File: src/rtl/core/mrq_pkg.sv
package mrq_pkg;

  localparam int ENTRIES_DEF     = 16;
  localparam int ENTRY_BYTES_DEF = 64;
  localparam int CMD_DEPTH       = 2;

  localparam int S_DATA_W = 16;
  localparam int M_DATA_W = 24;

  typedef logic [2:0] status_t;

  localparam status_t ST_OK        = 3'd0;
  localparam status_t ST_TOO_LONG  = 3'd1;
  localparam status_t ST_OVERFLOW  = 3'd2;
  localparam status_t ST_UNDERFLOW = 3'd3;
  localparam status_t ST_BAD_SIZE  = 3'd4;

  localparam logic FUNC_ENQ = 1'b0;
  localparam logic FUNC_DEQ = 1'b1;

  typedef struct packed {
    logic       func;
    logic [7:0] data_byte;
    logic       last_byte;
    logic       bad_size;
  } cmd_t;

  typedef struct packed {
    logic [7:0] out_byte;
    logic       last_out;
    status_t    status;
    logic [6:0] message_length;
    logic [4:0] entry_count;
    logic       queue_empty;
  } res_t;

endpackage

File: src/rtl/core/mrq_front.sv
module mrq_front
  import mrq_pkg::*;
#(
  parameter int ENTRY_BYTES = ENTRY_BYTES_DEF
) (
  input  logic       clk,
  input  logic       rst,
  input  logic       in_valid,
  output logic       in_ready,
  input  logic       func,
  input  logic [7:0] data_byte,
  input  logic       last_byte,
  input  logic [7:0] request_size,
  output logic       cmd_valid,
  input  logic       cmd_ready,
  output cmd_t       cmd
);

  localparam int PW = $clog2(CMD_DEPTH);
  localparam int FW = $clog2(CMD_DEPTH + 1);

  cmd_t          queue [CMD_DEPTH];
  logic [PW-1:0] wr_ptr;
  logic [PW-1:0] rd_ptr;
  logic [FW-1:0] fill;
  logic          push;
  logic          pop;
  cmd_t          incoming;

  assign in_ready  = fill != FW'(CMD_DEPTH);
  assign cmd_valid = fill != '0;
  assign cmd       = queue[rd_ptr];
  assign push      = in_valid && in_ready;
  assign pop       = cmd_valid && cmd_ready;

  always_comb begin
    incoming.func      = func;
    incoming.data_byte = data_byte;
    incoming.last_byte = last_byte;
    incoming.bad_size  = request_size > 8'(ENTRY_BYTES);
  end

  always_ff @(posedge clk) begin
    if (push) begin
      queue[wr_ptr] <= incoming;
    end
  end

  always_ff @(posedge clk) begin
    if (rst) begin
      wr_ptr <= '0;
      rd_ptr <= '0;
      fill   <= '0;
    end else begin
      if (push) begin
        wr_ptr <= (wr_ptr == PW'(CMD_DEPTH - 1)) ? '0 : wr_ptr + PW'(1);
      end
      if (pop) begin
        rd_ptr <= (rd_ptr == PW'(CMD_DEPTH - 1)) ? '0 : rd_ptr + PW'(1);
      end
      case ({push, pop})
        2'b10:   fill <= fill + FW'(1);
        2'b01:   fill <= fill - FW'(1);
        default: fill <= fill;
      endcase
    end
  end

endmodule

File: config.mk
export PLATFORM = sky130hd
export DESIGN_NAME = mrq_front
export DESIGN_NICKNAME = d
export VERILOG_FILES = /design/src/rtl/core/mrq_pkg.sv /design/src/rtl/core/mrq_front.sv
export SDC_FILE = /design/constraint.sdc
export NUM_CORES = 1
export LEC_CHECK = 0
export BUFFER_PORTS_ARGS = -buffer_cell sky130_fd_sc_hd__buf_2
export CORE_ASPECT_RATIO = 1.25
export CORE_MARGIN = 4
export CORE_UTILIZATION = 50
export DETAILED_ROUTE_END_ITERATION = 10
export PLACE_DENSITY_LB_ADDON = 0.1
export SYNTH_ARGS = -nofsm -noshare
export SYNTH_HDL_FRONTEND = slang
export SYNTH_SLANG_ARGS = --single-unit
File: constraint.sdc
create_clock -name clk -period 3.05 [get_ports clk]
set_input_delay 0.4575 -clock clk [delete_from_list [all_inputs] [get_ports clk]]
set_output_delay 0.4575 -clock clk [all_outputs]
set_load 0.05 [all_outputs]
==> results.tsv <==
metric	value	unit
rsz0062_at_grt	no	
vias_per_cell	5.32	
synth_top_flop_cell	edfxtp_1	
wl_met2	820	um
start_util	0.521	
tns	0	ns
cts_hold_buf	0	
place_congestion	0.604	
peakVddDrop	0.000577	V
slew_viol_final	0	
wl	1.57	mm
critPathBufInv	1	
cp-end-kind	output pin	
ys_ff_latch	27	
slowest_stage	dfxtp_1	
final_cells	119	
drive_above_1_share	0.505	
synth_area	1030	um2
status	completed	
hpwl	1.21	mm
slew_headroom	0.659	
path_class	reg2out	
hold_class	in2reg	
area_growth	20.9	%
hold_depth	1	
required	2.59	ns
grt_pass1_wl	2.66	mm
fp.dieW	48.7	um
hold_viol_final	0	
cap_violations	0	
coreArea	1980	um2
numCtsBuffers	3	
vias	633	
die_h	58.8	um
rows	18	
wl_per_cell	13.2	um
syn_inst	62	
cts_sinks	27	
grt_antenna_before_repair	0	
clk_pin_slew_worst_paths	0.13	ns
diodes	0	
worstMarginPinSlew	0.512	ns
crit_fanout	11	
dr.pass1.iters	3	
finalCritPeriodShare	0.658	
fin_area	1250	um2
setup_violations	0	
htree_levels	1	
drc	0	
cts_resized	0	
crit_cells	2	
reg2reg_slack	1.45	ns
synth_nets	85	
grt_overflow_total	0	
clock_latency	0.31	ns
die-area	2860	um2
first_iter_violations	7	
top_layer	met4	
r2r_cells	5	
synthDistinctLibCells	21	
cp_cell_sequence	mux2_2, buf_2	
dpl_cell_area	1220	um2
ant_nets	0	
wl_met1	611	um
arrival	1.55	ns
port_buffers	34	
critPathLaunchType	flop	
critical-path-top-delay-family	flip-flops	
cpPeakStageDelay	0.64	ns
powerDensity	924	nW/um2
yosysSeqAreaShare	0.736	
wl_met3	127	um
grt_pass1_vias	647	
fin_nets	123	
p_leak	0.000497	uW
cts_tree	done	
fmax	0.498	GHz
post-route-min-period	2.01	ns
clockBufferDepth	2	
async_flop_share	0	
syn_avg_cell_area	16.7	um2
clockRootBuffer	clkbuf_4	
cts_setup_buffers	0	
synth_edf_count	22	
grt_max_degree	15	
yosys_warnings	0	
gr-usage-all-layers	0.119	
ios	35	
finalClockSkew	0.00151	ns
place_inst	115	
## path summary, 6_finish.rpt
check / startpoint / endpoint
worst min-delay path: data_byte[0] / queue[1][2]$_DFFE_PP_
worst max register to register: fill[0]$_SDFFE_PP0P_ / fill[1]$_SDFFE_PP0P_
worst max-delay path: flop / cmd[1]
worst min register to register: fill[1]$_SDFFE_PP0P_ / fill[1]$_SDFFE_PP0P_
## worst reg2reg max path: stages (launching register included)
cell and delay [ns]:
dfxtp_1 0.44, nand2b_1 0.22, nand2_1 0.08, ha_1 0.32
or3_1 0.35, a21oi_1 0.13
## report_power, final
part           leakage (uW)  internal (uW)  total [uW]  switching [uW]
clock network     0.0000150           51.0         143            91.8
registers          0.000246            471         520            48.5
logic              0.000236            157         493             336
total              0.000497            679        1160             476
## cell type report
class / count / area, um2
fill: 153 / 732
tap: 20 / 25.0
inverter: 1 / 3.75
clock buffer: 4 / 26.3
sequential: 27 / 761
timing repair buffer: 34 / 170
multi-input combinational: 33 / 264
## registers in the layout, indices dropped and copies added, names as in the netlist, named ones only
| signal | count |
|---|---|
| fill | 2 |
| queue | 22 |
| rd_ptr | 1 |
| wr_ptr | 1 |
## per-stage QoR
step | total power (uW) | util | worst slack (ns) | hold slack (ns)
2_1_floorplan | 923 | - | 1.21 | 0.474
3_3_place_gp | 1020 | 0.617 | 1.36 | 0.493
3_5_place_dp | 1030 | 0.617 | 1.36 | 0.516
4_1_cts | 1170 | 0.631 | 1.00 | 0.322
5_1_grt | 1220 | 0.631 | 0.931 | 0.302
6_report | 1160 | 0.631 | 1.04 | 0.329
## synthesized netlist by cell type, types with 2 or more instances
library cell  instances  area (um2)
nor2_1                4        15.0
edfxtp_1             22         661
dfxtp_1               5         100
mux2_2               11         124
xnor2_1               2        17.5
a21oi_1               2        10.0
nand2_1               2        7.51
## cells in the final DEF (no fill, tap or decap)
master and n:
o21ai_0 1, a21oi_1 2, o21a_1 1, nand2_1 2, nor2_1 4, buf_2 34
or3_1 1, nor4_1 1, ha_1 1, dfxtp_1 5, xnor2_1 2, a21o_1 1
and3_1 1, nand3b_1 1, edfxtp_1 22, xor2_1 1, inv_1 1, nand2b_1 1
mux2_2 11, or2_2 1, a21bo_2 1, clkbuf_4 3, clkbuf_1 1
## metal layers
metal  global-route usage  vias up
met2                0.205       25
met3               0.0354        2
li1                     -      308
met1                0.145      298
met5                    0        -
met4               0.0346        0
## cell families (layout without fill, tap and decap cells)
kind of cell / count (synthesis) / in the layout / synth area share
flip-flops: 27 / 27 / 0.736
AO/OA/AOI/OAI: 6 / 6 / 0.0387
XOR/XNOR: 3 / 3 / 0.0254
adder cells (fa/ha/maj): 1 / 1 / 0.0121
AND/OR/NAND/NOR: 12 / 12 / 0.0593
multiplexers: 11 / 11 / 0.120
buffers and inverters: 2 / 39 / 0.00847
Power figures use the tool's default switching activity.
